--- src/rtl/tcw_pkg.sv ---
// shared types, constants and sizes of the text console writer
package tcw_pkg;

    localparam int COLUMNS      = 80;
    localparam int ROWS         = 25;
    localparam int CELL_COUNT   = COLUMNS * ROWS;
    localparam int MOVE_COUNT   = CELL_COUNT - COLUMNS;
    localparam int CURSOR_RESET = COLUMNS + 27;
    localparam int ADDR_W       = $clog2(CELL_COUNT);
    localparam int CURSOR_W     = $clog2(CELL_COUNT + 16);
    localparam int COL_W        = $clog2(COLUMNS);
    localparam int SUM_W        = $clog2(COLUMNS + 16);
    localparam int QUEUE_DEPTH  = 2;
    localparam int QPTR_W       = $clog2(QUEUE_DEPTH);
    localparam int QCNT_W       = $clog2(QUEUE_DEPTH + 1);

    localparam int CHAR_W   = 8;
    localparam int ATTR_W   = 8;
    localparam int TAB_W    = 4;
    localparam int INDEX_W  = 11;
    localparam int OUTCUR_W = 11;
    localparam int PADDR_W  = 3;
    localparam int PDATA_W  = 32;

    localparam logic [7:0] ATTR_RESET = 8'h07;
    localparam logic [3:0] TAB_RESET  = 4'd4;

    localparam logic       OP_PRINT = 1'b0;
    localparam logic       OP_READ  = 1'b1;

    localparam logic       REG_ATTR = 1'b0;
    localparam logic       REG_TAB  = 1'b1;

    localparam logic [7:0] CH_NUL     = 8'd0;
    localparam logic [7:0] CH_TAB     = 8'd9;
    localparam logic [7:0] CH_NEWLINE = 8'd10;
    localparam logic [7:0] CH_RETURN  = 8'd13;

    typedef struct packed {
        logic               opcode;
        logic [CHAR_W-1:0]  character;
        logic [INDEX_W-1:0] cell_index;
    } in_item_t;

    typedef struct packed {
        logic [CHAR_W-1:0]   cell_char;
        logic [ATTR_W-1:0]   cell_attr;
        logic [OUTCUR_W-1:0] cursor_out;
        logic                scrolled;
    } out_item_t;

    typedef enum logic [2:0] {
        CMD_READ,
        CMD_WRITE,
        CMD_NEWLINE,
        CMD_TAB,
        CMD_RETURN,
        CMD_NOP
    } cmd_kind_t;

    typedef struct packed {
        cmd_kind_t          kind;
        logic [CHAR_W-1:0]  character;
        logic [INDEX_W-1:0] cell_index;
    } cmd_t;

endpackage

--- src/rtl/tcw_front.sv ---
// front end: accepts requests, classifies them and registers the command
module tcw_front (
    input  logic             aclk,
    input  logic             aresetn,
    input  logic             s_valid,
    output logic             s_ready,
    input  tcw_pkg::in_item_t s_data,
    input  logic             clearing,
    output logic             cmd_valid,
    input  logic             cmd_ready,
    output tcw_pkg::cmd_t    cmd_data
);

    logic          valid_reg;
    tcw_pkg::cmd_t cmd_reg;
    tcw_pkg::cmd_t cmd_next;

    always_comb begin
        cmd_next.character  = s_data.character;
        cmd_next.cell_index = s_data.cell_index;
        priority if (s_data.opcode == tcw_pkg::OP_READ) begin
            cmd_next.kind = tcw_pkg::CMD_READ;
        end else if (s_data.character == tcw_pkg::CH_NEWLINE) begin
            cmd_next.kind = tcw_pkg::CMD_NEWLINE;
        end else if (s_data.character == tcw_pkg::CH_TAB) begin
            cmd_next.kind = tcw_pkg::CMD_TAB;
        end else if (s_data.character == tcw_pkg::CH_RETURN) begin
            cmd_next.kind = tcw_pkg::CMD_RETURN;
        end else if (s_data.character == tcw_pkg::CH_NUL) begin
            cmd_next.kind = tcw_pkg::CMD_NOP;
        end else begin
            cmd_next.kind = tcw_pkg::CMD_WRITE;
        end
    end

    assign s_ready   = !clearing && (!valid_reg || cmd_ready);
    assign cmd_valid = valid_reg;
    assign cmd_data  = cmd_reg;

    always_ff @(posedge aclk) begin
        if (!aresetn) begin
            valid_reg <= 1'b0;
        end else begin
            if (s_valid && s_ready) begin
                valid_reg <= 1'b1;
                cmd_reg   <= cmd_next;
            end else if (cmd_ready) begin
                valid_reg <= 1'b0;
            end
        end
    end

endmodule

--- config.mk ---
export PLATFORM = sky130hd
export DESIGN_NAME = tcw_front
export DESIGN_NICKNAME = d
export VERILOG_FILES = /design/src/rtl/tcw_pkg.sv /design/src/rtl/tcw_front.sv
export SDC_FILE = /design/constraint.sdc
export NUM_CORES = 1
export LEC_CHECK = 0
export ABC_AREA = 0
export BUFFER_PORTS_ARGS = -buffer_cell sky130_fd_sc_hd__buf_4
export CAP_MARGIN = 5
export CORE_ASPECT_RATIO = 1.4
export CORE_MARGIN = 2
export CORE_UTILIZATION = 33
export DETAILED_ROUTE_END_ITERATION = 12
export PLACE_DENSITY = 0.65
export SYNTH_ARGS = -nofsm -noshare
export SYNTH_HDL_FRONTEND = slang
export SYNTH_SLANG_ARGS = --single-unit
export TNS_END_PERCENT = 10
--- constraint.sdc ---
create_clock -name aclk -period 1.3 [get_ports aclk]
set_input_delay 0.065 -clock aclk [delete_from_list [all_inputs] [get_ports aclk]]
set_output_delay 0.065 -clock aclk [all_outputs]
set_load 0.01 [all_outputs]
; ---- Word-level counts from Yosys, hierarchy flattened
; Index checks and enable logic that the tools add are counted.
[totals]
regBits = 23
inputBits = 25
output_inout_bits = 24
wordCells = 25
[classes]
eq_ne = 3
muxes = 6
reduce_logical = 10
[ops]
columns = cell, count
row1 = "8-bit by 4-bit == test with 1-bit output, second input constant", 3
row2 = 8-bit zero test, 1
row3 = 3-bit two-way mux, 2
row4 = 2-bit two-way mux, 2
row5 = 3-bit OR reduction, 1
row6 = 1-bit logical AND, 2
row7 = 1-bit zero test, 2
row8 = 1-bit two-way mux, 2
row9 = 2-bit AND reduction, 1
row10 = 2-bit nonzero test, 1
row11 = 2-bit OR reduction, 1
row12 = 1-bit logical OR, 1

; ---- Logic depth before layout (Yosys ltp)
[logic_depth]
ltp_word = 5
mapped_depth = 3

; ---- Worst setup path before layout
; No wires, ideal clock.
[synth_timing]
kind = flip-flop to flip-flop
startpoint = register valid_reg (netlist: cmd_valid)
endpoint = register cmd_reg, in the netlist cmd_data[0], enable pin
arrival_ns = 1.086
required_time_ns = 0.919
slack_ns = -0.166
path_stages_with_launch = 3
path_buffers = 0
period_less_slack_ns = 1.466
cell_sequence = dfxtp_1 -> nand2b_1 -> and4b_1
[synth_via]
elab_chain_cells = 5
[synth_rtl]
columns = item, line
row1 = "start, declared", tcw_front.sv:14  ; logic valid_reg;
row2 = "start signal, assigned", tcw_front.sv:42  ; valid_reg <= 1'b0;
row3 = "start signal, assigned", tcw_front.sv:45  ; valid_reg <= 1'b1;
row4 = "start signal, assigned", tcw_front.sv:48  ; valid_reg <= 1'b0;
row5 = 1-bit zero test, tcw_front.sv:36  ; assign s_ready = !clearing && (!valid_reg || cmd_ready);
row6 = 1-bit logical OR, tcw_front.sv:36
row7 = 1-bit logical AND, tcw_front.sv:36
row8 = 1-bit logical AND, tcw_front.sv:44  ; if (s_valid && s_ready) begin
row9 = 2-bit AND reduction (no line), n/a
row10 = "end signal, assigned", tcw_front.sv:46  ; cmd_reg <= cmd_next;
row11 = "end, declared", tcw_front.sv:15  ; tcw_pkg::cmd_t cmd_reg;
; Every way passes these cells.
; A chain may end at the register's enable or synchronous reset.

; ---- Worst setup path after layout
[layout_timing]
startpoint = input port s_data[11] in the netlist's numbering
endpoint = register cmd_reg, in the netlist cmd_data[19] (data pin)
[layout_via]
elab_chain_cells = 3
[layout_rtl]
columns = item, line
row1 = "start, declared", tcw_front.sv:7  ; input tcw_pkg::in_item_t s_data,
row2 = 8-bit by 4-bit == test with 1-bit output, tcw_front.sv:27  ; end else if (s_data.character == tcw_pkg::CH_RETURN) begin
row3 = 3-bit two-way mux, tcw_front.sv:27
row4 = 2-bit two-way mux, tcw_front.sv:25  ; end else if (s_data.character == tcw_pkg::CH_TAB) begin
; Several ways; a longest one is shown, not always the timed one.

==> implementation parameters <==
Parameter                              Value

Critical path
  Peak fanout along the critical path ... 6
  Slowest Stage Delay on Critical Path ... 0.54 ns
  Endpoint class of the critical path ... flip-flop
  Worst Path Buf+Inv ... 2
  Dominant delay contributor by cell family on the critical path ... buffers and inverters
  Worst setup SP type ... primary input
  CP arrival ... 1.31 ns
  Type of the worst setup path ... in -> reg
  Required time of the critical path ... 1.35 ns
  Crit-path cells ... dlygate4sd3_1, buf_4, or3b_1, o21ai_0, a31oi_1
  Cell with the largest stage delay on the worst path ... dlygate4sd3_1

STA
  Min Tclk post-route ... 1.25 ns
  Worst-Margin Slew ... 0.255 ns
  Unrepaired setup endpoints after global routing ... false
  Share of the clock period used by the worst path after layout ... 0.964
  Post-route clock skew ... 0.000641 ns
  Highest achievable clock rate ... 0.798 GHz
  Slew Limit Fails ... 0
  Final sum of negative setup slack ... 0 ns
  Total setup violations reported at the end of the flow ... 0
  Count of endpoints failing hold in the final timing report ... 0
  Max_slew headroom ... 0.829

Synth
  Synth Area per Inst ... 21.0 um2
  Yosys warns ... 0
  Fraction of registers with async set/reset ... 0
  Unique cell type count in the Yosys netlist ... 17
  Area leader, netlist ... edfxtp_1
  Sequential area share after synthesis ... 0.832
  Post-Syn Instances ... 39
  Largest cells by area after synthesis ... edfxtp_1 81%, nor4_4 2.6%, dfxtp_1 2.4%
  Most common flop cell mapped by yosys ... edfxtp_1
  Leading post-synthesis cells by instance count ... 22 x edfxtp_1, 2 x nand2b_1
  Synthesis-stage register bit count ... 23
  Top cell type's share of synthesized area ... 0.807
  Most used standard cell by instance count after synthesis ... edfxtp_1
  Mapped cell area ... 818 um2
  Post-synth EDFFs ... 22
  Net count after synthesis ... 64

Clock network
  Inserted Clock Buffers ... 3
  TritonCTS clock tree ... built
  Maximum clock insertion buffer count ... 2
  Later-pin clock latency in the skew report ... 0.29 ns
  Number of levels the H-tree was split into ... 1
  Clock root buffer ... clkbuf_4
  CTS clock-pin slew for the worst setup and hold paths ... 0.11 ns
  Clock sink count ... 23

Drt
  Vias after detailed routing ... 620
  Final ANT Viol Nets ... 0
  DRT Wirelength ... 1.67 mm
  Number of DRC violations after detailed routing ... 0
  Wire length on met1 ... 587 um
  Detailed-route wire length per cell ... 12.7 um
  Ratio of routed vias to standard cells ... 4.70
  Met3 WL post-DR ... 208 um
  1st-pass router iterations ... 4
  Starting DRC count in detailed routing ... 16
  Top Layer Used ... met4
  Met2 WL ... 861 um

Power
  Sw frac ... 0.195
  Cell internal pwr ... 1.08 mW
  Power density relative to cell area ... 934 nW/um2
  Clock group share of total power ... 0.229
  Fraction of power consumed by combinational cells ... 0.142
  LEAKAGE ... 0.573 nW
  Switching pwr ... 0.261 mW
  Power after layout ... 1.34 mW
  Largest voltage drop on the vdd net ... 0.480 mV
  Proportion of power drawn by flip-flops and latches ... 0.629

Floorplan
  Width of the die ... 46.1 um
  Area of the core ... 2360 um2
  Number of ports placed on the die boundary ... 49
  Die Footprint ... 2900 um2
  Starting density of the core ... 0.346
  Number of cell rows ... 21
  Die height ... 62.9 um

Global routing
  Via count of the first global-routing pass ... 590
  Remaining global-route overflow ... 0
  Overall fraction of global-route tracks in use ... 0.122
  First-pass GRT wire length ... 2.48 mm
  Number of antenna violations at the first check in global routing ... 0
  Maximum number of pins on one net before global-route repair ... 23

Placement
  Hpwl dp ... 1.19 mm
  # port buffers ... 48
  Post-placement cell area ... 1230 um2
  GPL Wtd Cong ... 0.698

Job
  Max Cap Violations ... 0

Outcome
  Result of the run ... finished clean

Final layout
  Flip-flop and latch area ... 681 um2
  Final-layout fill cell count ... 190
  Fraction of final layout cells sized beyond drive strength 1 ... 0.505
  Net count reported at finish ... 135
  Antenna diode count ... 0
  Post-route design area ... 1430 um2
  Multi-input gate area ... 139 um2
  Area growth from synthesis to layout ... 75.1%

Hold path
  Min-delay worst type ... in -> reg
==> registers in the layout, summed over array words and instances (netlist names) <==
name	cells
cmd_data	22
cmd_valid	1
==> area by class of cell <==
class | count | area share
flip-flops and latches | 23 | 0.475
multi-input cells | 16 | 0.0969
well taps | 23 | 0.0201
clock buffers | 4 | 0.0183
repair buffers | 66 | 0.390
==> layout by cell type (no fill, tap or decap) <==
master,synthesis,layout
a211oi_2,1,1
a21boi_0,1,1
a31oi_1,1,1
and4b_2,0,1
buf_12,0,1
buf_4,0,46
clkbuf_1,0,1
clkbuf_4,0,3
dfxtp_1,1,1
dlygate4sd3_1,0,18
dlymetal6s4s_1,0,1
edfxtp_1,22,22
nand2_1,1,1
nand2b_1,2,2
nand2b_2,1,1
nand3_1,1,1
nor2b_1,1,1
nor4_4,1,1
nor4b_2,1,1
o21ai_0,1,1
or3_1,1,1
or3b_1,1,1
xnor2_1,1,1
==> logic make-up (layout without fill, tap and decap cells) <==
family / Yosys count / count (layout) / synth area share
xor+xnor: 1 / 1 / 0.0107
buf+inv: 0 / 70 / 0
compound gates: 4 / 4 / 0.0382
simple gates: 11 / 11 / 0.119
flops: 23 / 23 / 0.832
==> stage by stage <==
step                 util  hold WS [ns]  std cells  setup slack (ns)
CTS                 0.611        0.0128        134            0.0365
global placement    0.520         0.244        111             0.202
global route        0.606       0.00892        132            0.0212
finish              0.606        0.0237        132            0.0467
detailed placement  0.520         0.245        111             0.181
floorplan               -         0.164         39            0.0424
==> repair_timing <==
| item | CTS | global route |
|---|---|---|
| resized for setup | 0 | 1 |
| endpoints found under the hold margin | 19 | 0 |
| hold buffers | 19 | 0 |
| endpoints found under the setup margin | 0 | 1 |
| setup buffers | 0 | 1 |
==> routing by layer <==
layer | vias to the layer above | track usage
met5 | - | 0
met4 | 0 | 0.0643
met3 | 2 | 0.0347
met2 | 39 | 0.226
met1 | 284 | 0.106
li1 | 295 | -
==> final timing paths <==
kind | startpoint | to | slack [ns] | cells after the start
setup reg to reg | cmd_valid$_SDFFE_PN0P_ | cmd_data[3]$_DFFE_PP_ | 0.17 | 3
hold reg to reg | cmd_valid$_SDFFE_PN0P_ | cmd_valid$_SDFFE_PN0P_ | 0.53 | 2
hold / removal | aresetn | cmd_valid$_SDFFE_PN0P_ | 0.02 | 2
setup / recovery | s_data[11] | cmd_data[19]$_SDFFCE_PP0P_ | 0.05 | 5
==> power by group through the flow <==
| stage | sequential [mW] | clock (mW) | combinational, mW |
|---|---|---|---|
| floorplan | 0.870 | 0 | 0.0269 |
| global placement | 0.858 | 0 | 0.148 |
| detailed placement | 0.859 | 0 | 0.151 |
| CTS | 0.842 | 0.314 | 0.197 |
| global route | 0.844 | 0.348 | 0.206 |
| finish | 0.841 | 0.306 | 0.191 |
==> worst reg2reg max path, delay by kind of cell (launching register included) <==
family / cells / cell delay [ns]
buffers and inverters: 1 / 0.17
flip-flops: 1 / 0.33
AND/OR/NAND/NOR: 2 / 0.35
(Power assumes the default switching activity.)
