`config.mk`:
```
export PLATFORM = sky130hd
export DESIGN_NAME = tcw_queue
export DESIGN_NICKNAME = d
export VERILOG_FILES = /design/src/rtl/tcw_pkg.sv /design/src/rtl/tcw_queue.sv
export SDC_FILE = /design/constraint.sdc
export NUM_CORES = 1
export LEC_CHECK = 0
export BUFFER_PORTS_ARGS = -buffer_cell sky130_fd_sc_hd__clkbuf_2
export CORE_UTILIZATION = 30
export DETAILED_ROUTE_END_ITERATION = 8
export GPL_ROUTABILITY_DRIVEN = 0
export GPL_TIMING_DRIVEN = 0
export PLACE_DENSITY = 0.62
export REMOVE_ABC_BUFFERS = 1
export SYNTH_ARGS = -nofsm -noshare
export SYNTH_HDL_FRONTEND = slang
export SYNTH_SLANG_ARGS = --single-unit
```
`constraint.sdc`:
```
create_clock -name aclk -period 4.1 [get_ports aclk]
set_clock_uncertainty 0.05 [all_clocks]
set_input_delay 0.41 -clock aclk [delete_from_list [all_inputs] [get_ports aclk]]
set_output_delay 0.41 -clock aclk [all_outputs]
set_load 0.02 [all_outputs]
```
`src/rtl/tcw_pkg.sv`:
```
// shared types, constants and sizes of the text console writer
package tcw_pkg;

    localparam int COLUMNS      = 80;
    localparam int ROWS         = 25;
    localparam int CELL_COUNT   = COLUMNS * ROWS;
    localparam int MOVE_COUNT   = CELL_COUNT - COLUMNS;
    localparam int CURSOR_RESET = COLUMNS + 27;
    localparam int ADDR_W       = $clog2(CELL_COUNT);
    localparam int CURSOR_W     = $clog2(CELL_COUNT + 16);
    localparam int COL_W        = $clog2(COLUMNS);
    localparam int SUM_W        = $clog2(COLUMNS + 16);
    localparam int QUEUE_DEPTH  = 2;
    localparam int QPTR_W       = $clog2(QUEUE_DEPTH);
    localparam int QCNT_W       = $clog2(QUEUE_DEPTH + 1);

    localparam int CHAR_W   = 8;
    localparam int ATTR_W   = 8;
    localparam int TAB_W    = 4;
    localparam int INDEX_W  = 11;
    localparam int OUTCUR_W = 11;
    localparam int PADDR_W  = 3;
    localparam int PDATA_W  = 32;

    localparam logic [7:0] ATTR_RESET = 8'h07;
    localparam logic [3:0] TAB_RESET  = 4'd4;

    localparam logic       OP_PRINT = 1'b0;
    localparam logic       OP_READ  = 1'b1;

    localparam logic       REG_ATTR = 1'b0;
    localparam logic       REG_TAB  = 1'b1;

    localparam logic [7:0] CH_NUL     = 8'd0;
    localparam logic [7:0] CH_TAB     = 8'd9;
    localparam logic [7:0] CH_NEWLINE = 8'd10;
    localparam logic [7:0] CH_RETURN  = 8'd13;

    typedef struct packed {
        logic               opcode;
        logic [CHAR_W-1:0]  character;
        logic [INDEX_W-1:0] cell_index;
    } in_item_t;

    typedef struct packed {
        logic [CHAR_W-1:0]   cell_char;
        logic [ATTR_W-1:0]   cell_attr;
        logic [OUTCUR_W-1:0] cursor_out;
        logic                scrolled;
    } out_item_t;

    typedef enum logic [2:0] {
        CMD_READ,
        CMD_WRITE,
        CMD_NEWLINE,
        CMD_TAB,
        CMD_RETURN,
        CMD_NOP
    } cmd_kind_t;

    typedef struct packed {
        cmd_kind_t          kind;
        logic [CHAR_W-1:0]  character;
        logic [INDEX_W-1:0] cell_index;
    } cmd_t;

endpackage

```
`src/rtl/tcw_queue.sv`:
```
// short command queue between the front end and the execution engine
module tcw_queue (
    input  logic          aclk,
    input  logic          aresetn,
    input  logic          push_valid,
    output logic          push_ready,
    input  tcw_pkg::cmd_t push_data,
    output logic          pop_valid,
    input  logic          pop_ready,
    output tcw_pkg::cmd_t pop_data
);

    tcw_pkg::cmd_t                entry_reg [tcw_pkg::QUEUE_DEPTH];
    logic [tcw_pkg::QPTR_W-1:0]   wr_ptr_reg;
    logic [tcw_pkg::QPTR_W-1:0]   rd_ptr_reg;
    logic [tcw_pkg::QCNT_W-1:0]   count_reg;
    logic                         do_push;
    logic                         do_pop;

    assign push_ready = (count_reg != tcw_pkg::QCNT_W'(tcw_pkg::QUEUE_DEPTH));
    assign pop_valid  = (count_reg != '0);
    assign pop_data   = entry_reg[rd_ptr_reg];
    assign do_push    = push_valid && push_ready;
    assign do_pop     = pop_valid && pop_ready;

    function automatic logic [tcw_pkg::QPTR_W-1:0] bump(input logic [tcw_pkg::QPTR_W-1:0] p);
        if (p == tcw_pkg::QPTR_W'(tcw_pkg::QUEUE_DEPTH - 1)) begin
            return '0;
        end
        return p + 1'b1;
    endfunction

    always_ff @(posedge aclk) begin
        if (do_push) begin
            entry_reg[wr_ptr_reg] <= push_data;
        end
    end

    always_ff @(posedge aclk) begin
        if (!aresetn) begin
            wr_ptr_reg <= '0;
            rd_ptr_reg <= '0;
            count_reg  <= '0;
        end else begin
            if (do_push) begin
                wr_ptr_reg <= bump(wr_ptr_reg);
            end
            if (do_pop) begin
                rd_ptr_reg <= bump(rd_ptr_reg);
            end
            if (do_push && !do_pop) begin
                count_reg <= count_reg + 1'b1;
            end else if (do_pop && !do_push) begin
                count_reg <= count_reg - 1'b1;
            end
        end
    end

endmodule

```
Word-level counts from Yosys, hierarchy flattened
Memories as Yosys holds them, arrays and structs flattened. A register that Yosys moved wholly into a read port is not among the register bits.
Index checks and enable logic that the tools add are counted.
{ "word_totals": {"ff_bits": 4, "ram_bits": 44, "memories": 1} }
{ "op_classes": {"add_sub_neg": 4, "n_eq_ne": 1, "n_mux": 16, "reduce_logical": 8} }
{ "memory_table": {"columns": ["name", "depth", "word_bits", "rd", "rd_ports_with_merged_regs", "write_ports", "line_no", "rtl"], "rows": [
  ["entry_reg", 2, 22, 1, 1, 1, "tcw_queue.sv:13", "tcw_pkg::cmd_t entry_reg [tcw_pkg::QUEUE_DEPTH];"]
]} }
{ "op_table": {"columns": ["op", "n"], "rows": [
  ["1-bit 2-to-1 mux", 14],
  ["1-bit logical AND", 4],
  ["2-bit 2-to-1 mux", 2],
  ["2-bit nonzero test", 2],
  ["1-bit adder (second input constant)", 2],
  ["2-bit by 1-bit adder with 2-bit output (second input constant)", 1],
  ["1-bit logical NOT", 2],
  ["2-bit inequality test (second input constant)", 1],
  ["2-bit by 1-bit subtractor with 2-bit output (second input constant)", 1]
]} }

Longest topological paths before layout
Gate-level depths: netlist of the first run.
{ "logic_depth": {"ltp_word": 7, "ltp_mapped": 6, "ltp_nobuf": 6} }

Worst setup path before layout of the first run
OpenSTA, ideal clock, no wires.
{ "synth_path": {"kind": "register -> register", "start": "register count_reg[0] in the netlist's numbering", "end": "memory entry_reg[1][0] in the netlist's numbering, enable pin", "setup_ns": 0.381, "arrival_ns": 1.211, "required_ns": 3.669, "setup_slack_ns": 2.459, "stages_incl_launch_ff": 3, "path_buffers": 0, "synth_period_minus_slack_ns": 1.641, "cell_sequence": "dfxtp_1 > nand2b_4 > and3_1"} }
{ "synth_via": {"elab_chain_len": 4} }
{ "synth_rtl": {"columns": ["element", "line_no", "rtl"], "rows": [
  ["from (decl)", "tcw_queue.sv:16", "logic [tcw_pkg::QCNT_W-1:0] count_reg;"],
  ["from (signal assigned)", "tcw_queue.sv:52", "count_reg <= count_reg + 1'b1;"],
  ["from (signal assigned)", "tcw_queue.sv:54", "count_reg <= count_reg - 1'b1;"],
  ["2-bit inequality test", "tcw_queue.sv:20", "assign push_ready = (count_reg != tcw_pkg::QCNT_W'(tcw_pkg::QUEUE_DEPTH));"],
  ["net push_ready", "tcw_queue.sv:6", "output logic push_ready,"],
  ["1-bit logical AND", "tcw_queue.sv:23", "assign do_push = push_valid && push_ready;"],
  ["1-bit 2-to-1 mux", "tcw_queue.sv:34", "if (do_push) begin"],
  ["1-bit 2-to-1 mux (not written as such)", "tcw_queue.sv:35", "entry_reg[wr_ptr_reg] <= push_data;"],
  ["to (decl)", "tcw_queue.sv:13", null]
]} }
The timed path passes the listed nets, and every way through them passes these cells.

==> flow_summary.json, run 1 <==
{
  "syn_area_per_cell_um2": 19.8,
  "die_w_um": 79.9,
  "grtUsageMet3_pct": 4.00,
  "use_met2_pct": 19.6,
  "critPathMaxFanout": 22,
  "fin_nets": 173,
  "leakage_nw": 0.844,
  "dpl.cell_count": 214,
  "worst_pin_slew_ns": 1.10,
  "cts.path.max_buffers": 2,
  "drtAntennaViolNets": 0,
  "fin_setup_tns_ns": 0,
  "worst-r2r-setup-slack_ns": 2.14,
  "die_h_um": 79.9,
  "die_area_um2": 6390,
  "grt_max_degree": 23,
  "grt_pass1_vias": 970,
  "worstReg2RegEnd": "entry_reg[1][0]",
  "endpoint_kind": "output port",
  "vias": 970,
  "grtUsageMet1_pct": 9.61,
  "dp_hpwl_um": 2070,
  "dr.pass1.iters": 3,
  "track_usage_pct": 10.1,
  "setup_viol": 0,
  "grt_pass1_wl_um": 4610,
  "cp-endpoint": "pop_data[1]",
  "syn_area_um2": 1820,
  "fillers": 563,
  "via_per_inst": 4.37,
  "grt.busiest_layer": "met2",
  "htreeDepth": 2,
  "n_antenna_cell": 0,
  "drtIter0Drc": 11,
  "status": "finished, final reports clean",
  "cts_inserted_buffers": 5,
  "r2r_cells": 2,
  "port_buffers": 49,
  "design.core.area_um2": 5890,
  "path_clk_slew_ns": 0.09,
  "worstSetupPathType": "reg2out",
  "clkSinkCount": 49,
  "period_minus_slack_ns": 2.32,
  "largest_reg_flops": 44,
  "cts_resized": 0,
  "drv_slew": 0,
  "yosysSeqAreaShare_pct": 78.0,
  "p_per_area_nw_per_um2": 601,
  "cp.required_ns": 3.64,
  "cts_setup_buffers": 0,
  "syn_inst": 92,
  "finalHoldViolCount": 0,
  "startpoint_type": "flop",
  "ys_ff_latch": 49,
  "ys_types": 19,
  "min_path_type": "in2reg",
  "drc": 0,
  "rows": 28,
  "synth_warnings": 0,
  "ios": 50,
  "finalNonFillerCells": 222,
  "fmax_ghz": 0.431,
  "tritoncts": "yes",
  "routed_wl_um": 3040,
  "wl_per_cell_um": 13.7,
  "clk_root_buffer_cell": "clkbuf_8",
  "max-slew-margin-rel_pct": 26.9,
  "drive_gt1_share_pct": 55.8,
  "r2r_start": "count_reg[0]",
  "layout_worst_path_cycle_share_pct": 56.5,
  "grt_overflow": 0,
  "max_cap_violations": 0,
  "hold_buffers": 0,
  "ir_worst_vdd_uv": 169,
  "antenna_found_initial": 0,
  "worstSkewPairLatency_ns": 0.29,
  "initial_utilization_pct": 31.0,
  "rsz0062_at_grt": "no",
  "arrival_ns": 1.86,
  "areaGrowthSynthToFinish_pct": 23.0
}
[worst min path at each step]
stage / startpoint / end / slack, ns / depth (start not counted)
4_1_cts: push_data[17] / entry_reg[0][17] / 0.24 / 1
3_5_place_dp: count_reg[1] / count_reg[1] / 0.52 / 2
6_report: push_data[17] / entry_reg[0][17] / 0.25 / 1
5_1_grt: push_data[17] / entry_reg[1][17] / 0.23 / 1
3_3_place_gp: count_reg[1] / count_reg[1] / 0.47 / 2
2_1_floorplan: push_data[0] / entry_reg[0][0] / 0.46 / 0
[Yosys cell counts]
master,count,share of area (%)
edfxtp_1,44,73
mux2_2,22,14
dfxtp_1,5,5.5
and2_1,4,1.4
buf_2,2,0.55
xnor2_1,2,0.96
a21bo_2,1,0.55
a21boi_0,1,0.41
a21boi_1,1,0.41
and3_1,1,0.34
ha_1,1,0.69
inv_1,1,0.21
nand2b_4,1,0.76
nand3b_1,1,0.41
o21ai_0,1,0.27
o21ai_1,1,0.27
or2_2,1,0.34
or3_1,1,0.34
xor2_1,1,0.48
[cell type report]
cell class	instances	area [µm²]	share of cell area [%]
repair buffers	49	245	10.9
clock buffers	5	68.8	3.07
inverters	1	3.75	0.168
multi-input cells	40	387	17.3
well taps	75	93.8	4.19
clock inverters	3	21.3	0.949
flip-flops and latches	49	1420	63.4
[worst max-delay path, cell delays in order (launching register included)]
cell and delay [ns]:
dfxtp_1 0.98, mux2_2 0.42, clkbuf_2 0.16
[placed cells by master, fill, tap and decap left out, drive strengths merged, types with 2 or more instances in the layout]
master / netlist / routed
clkbuf: 0 / 54
edfxtp: 44 / 44
mux2: 22 / 22
dfxtp: 5 / 5
and2: 4 / 4
xnor2: 2 / 2
o21ai: 2 / 2
inv: 1 / 2
a21boi: 2 / 2
[layer usage]
| layer | wire, µm | part of all wire [%] |
|---|---|---|
| met5 | 0 | 0 |
| met4 | 40 | 1.3 |
| met3 | 189 | 6.2 |
| met2 | 1710 | 56 |
| met1 | 1100 | 36 |
[power by group]
group / switching (mW) / leakage (nW) / internal (mW) / total [mW]
Combinational: 0.212 / 0.347 / 0.175 / 0.387
Clock: 0.155 / 0.0445 / 0.121 / 0.276
Sequential: 0.0567 / 0.452 / 0.628 / 0.684
Total: 0.424 / 0.844 / 0.923 / 1.35
[cells by family after synthesis]
kind of cell / count (synthesis) / synth area share (%)
multiplexers: 22 / 13.6
XOR/XNOR: 3 / 1.44
AND/OR/NAND/NOR: 9 / 3.57
buffers and inverters: 3 / 0.755
flip-flops: 49 / 78.0
adder cells (fa/ha/maj): 1 / 0.687
AO/OA/AOI/OAI: 5 / 1.92
[through the flow]
| step | utilization, % | hold slack, ns | instance area, µm² | total power [mW] | worst slack [ns] |
|---|---|---|---|---|---|
| global route | 38.1 | 0.227 | 2240 | 1.43 | 1.64 |
| detailed placement | 36.5 | 0.517 | 2150 | 1.09 | 2.04 |
| floorplan | - | 0.459 | 1810 | 0.957 | 2.43 |
| CTS | 38.1 | 0.238 | 2240 | 1.37 | 1.71 |
| finish | 38.1 | 0.250 | 2240 | 1.35 | 1.78 |
| global placement | 36.5 | 0.473 | 2150 | 1.07 | 2.07 |
Power figures use the tool's default switching activity.
==> run 2, diff against run 1 <==
==> constraint.sdc (replaced) <==
create_clock -name aclk -period 2.2 [get_ports aclk]
set_clock_uncertainty 0.05 [all_clocks]
set_input_delay 0.22 -clock aclk [delete_from_list [all_inputs] [get_ports aclk]]
set_output_delay 0.22 -clock aclk [all_outputs]
set_load 0.02 [all_outputs]
==> run 2 against run 1 <==
Net effect:
- wire length is the same
- design area is essentially flat
- sequential share of layout area is essentially flat
- highest routed layer unchanged
- flip-flop and latch count is the same
- critical endpoint is now entry_reg[1][0]
- first-iteration DRC count is the same
- setup slack lost 1.5 ns
- via count is the same
- clock power grew 87%
- largest power group unchanged
==> flow_summary.json, run 2 (synthesis results as in run 1) <==
{
  "cts.path.max_buffers": 2,
  "hold_buffers": 0,
  "period_minus_slack_ns": 1.96,
  "die_w_um": 79.9,
  "fin_setup_tns_ns": 0,
  "die_area_um2": 6390,
  "ios": 50,
  "finalNonFillerCells": 222,
  "fmax_ghz": 0.510,
  "clkSinkCount": 49,
  "htreeDepth": 2,
  "drtAntennaViolNets": 0,
  "r2r_cells": 2,
  "dr.pass1.iters": 3,
  "critical_path.top_delay_family": "simple AND/OR/NAND/NOR gates",
  "status": "finished, final reports clean",
  "drv_slew": 0,
  "fillers": 562,
  "fin_nets": 173,
  "layout_worst_path_cycle_share_pct": 89.0,
  "min_from": "push_data[17]",
  "swShare_pct": 31.5,
  "hold_depth": 1,
  "dpl.cell_count": 214,
  "p_per_area_nw_per_um2": 1120,
  "worstSetupPathType": "reg2reg",
  "layout_common_cells": "clkbuf_2, edfxtp_1, mux2_2",
  "track_usage_pct": 10.1,
  "max_stage_delay_ns": 0.89,
  "combPwrFrac_pct": 28.6,
  "endpoint_kind": "flop",
  "grt_pass1_wl_um": 4610,
  "min_path_type": "in2reg",
  "rsz0062_at_grt": "no",
  "worst_pin_slew_ns": 1.10,
  "areaGrowthSynthToFinish_pct": 23.1,
  "cp_slowest_cell": "and3_1",
  "routed_wl_um": 3040,
  "cts_inserted_buffers": 5,
  "rows": 28,
  "n_antenna_cell": 0,
  "setup_viol": 0,
  "p_clk_share_pct": 20.5,
  "worstSkewPairLatency_ns": 0.29,
  "mostFrequentLayoutCell": "clkbuf_2",
  "critPathMaxFanout": 22,
  "netSwitchingPower_mw": 0.790,
  "path_clk_slew_ns": 0.09,
  "worst-r2r-setup-slack_ns": 0.24,
  "port_buffers": 49,
  "p_int_mw": 1.72,
  "ir_worst_vdd_uv": 314,
  "worst-path-buf-inv": 0,
  "holdPathEnd": "entry_reg[0][17]",
  "clk_root_buffer_cell": "clkbuf_8",
  "worstReg2RegEnd": "entry_reg[1][0]",
  "drtIter0Drc": 11,
  "initial_utilization_pct": 31.0,
  "path_cells": "nand2b_4 -> and3_1",
  "grt_max_degree": 23,
  "arrival_ns": 1.83,
  "drc": 0,
  "p_seq_share_pct": 50.9,
  "r2r_start": "count_reg[0]",
  "design.core.area_um2": 5890,
  "dp_hpwl_um": 2070,
  "tritoncts": "yes",
  "final_core_util_pct": 38.1,
  "max-slew-margin-rel_pct": 26.9,
  "finalHoldViolCount": 0,
  "cp.required_ns": 2.07,
  "leakage_nw": 0.845,
  "max_cap_violations": 0,
  "drive_gt1_share_pct": 56.5,
  "antenna_found_initial": 0,
  "die_h_um": 79.9,
  "wl_per_cell_um": 13.7,
  "startpoint_type": "flop",
  "via_per_inst": 4.37,
  "largest_reg_flops": 44,
  "grt_overflow": 0,
  "grt_pass1_vias": 970,
  "vias": 970
}
[run 2: layout make-up]
type / count / area, µm² / share of cell area [%]
Sequential cell: 49 / 1420 / 63.4
Multi-Input combinational cell: 40 / 387 / 17.2
Timing Repair Buffer: 49 / 245 / 10.9
Tap cell: 75 / 93.8 / 4.19
Clock buffer: 5 / 68.8 / 3.07
Clock inverter: 3 / 21.3 / 0.949
Inverter: 1 / 3.75 / 0.167
[run 2: timing repair]
action                                  in CTS  in global routing
setup buffers                                0                  0
resized for setup                            1                  0
endpoints found under the setup margin       6                  0
endpoints found under the hold margin        0                  0
[run 2: worst max path at each step]
stage                             to  depth (start not counted)  slack, ns          from
floorplan            entry_reg[1][0]                          2       0.56  count_reg[0]
detailed placement  entry_reg[1][11]                          2       0.18  count_reg[0]
global route         entry_reg[1][4]                          2       0.08  count_reg[0]
CTS                 entry_reg[1][11]                          2       0.17  count_reg[0]
global placement    entry_reg[1][14]                          2       0.32  count_reg[0]
finish               entry_reg[1][0]                          2       0.24  count_reg[0]
[run 2: power groups by stage]
stage	Clock, mW	Combinational, mW	Sequential [mW]
2_1_floorplan	0	0.522	1.26
3_3_place_gp	0	0.708	1.29
3_5_place_dp	0	0.731	1.30
4_1_cts	0.538	0.732	1.28
5_1_grt	0.580	0.778	1.30
6_report	0.515	0.718	1.28
[run 2: layer usage]
layer	track usage [%]	routed length (µm)
met1	9.61	1100
met2	19.6	1710
met3	4.00	189
met4	3.21	40
met5	0	0
[run 2: through the flow]
step	power, mW	area [µm²]	setup WS (ns)	hold slack (ns)
finish	2.51	2240	0.241	0.0603
global route	2.66	2240	0.0849	0.0368
CTS	2.55	2240	0.171	0.0484
detailed placement	2.03	2150	0.180	0.364
global placement	1.99	2150	0.321	0.359
floorplan	1.78	1810	0.559	0.269
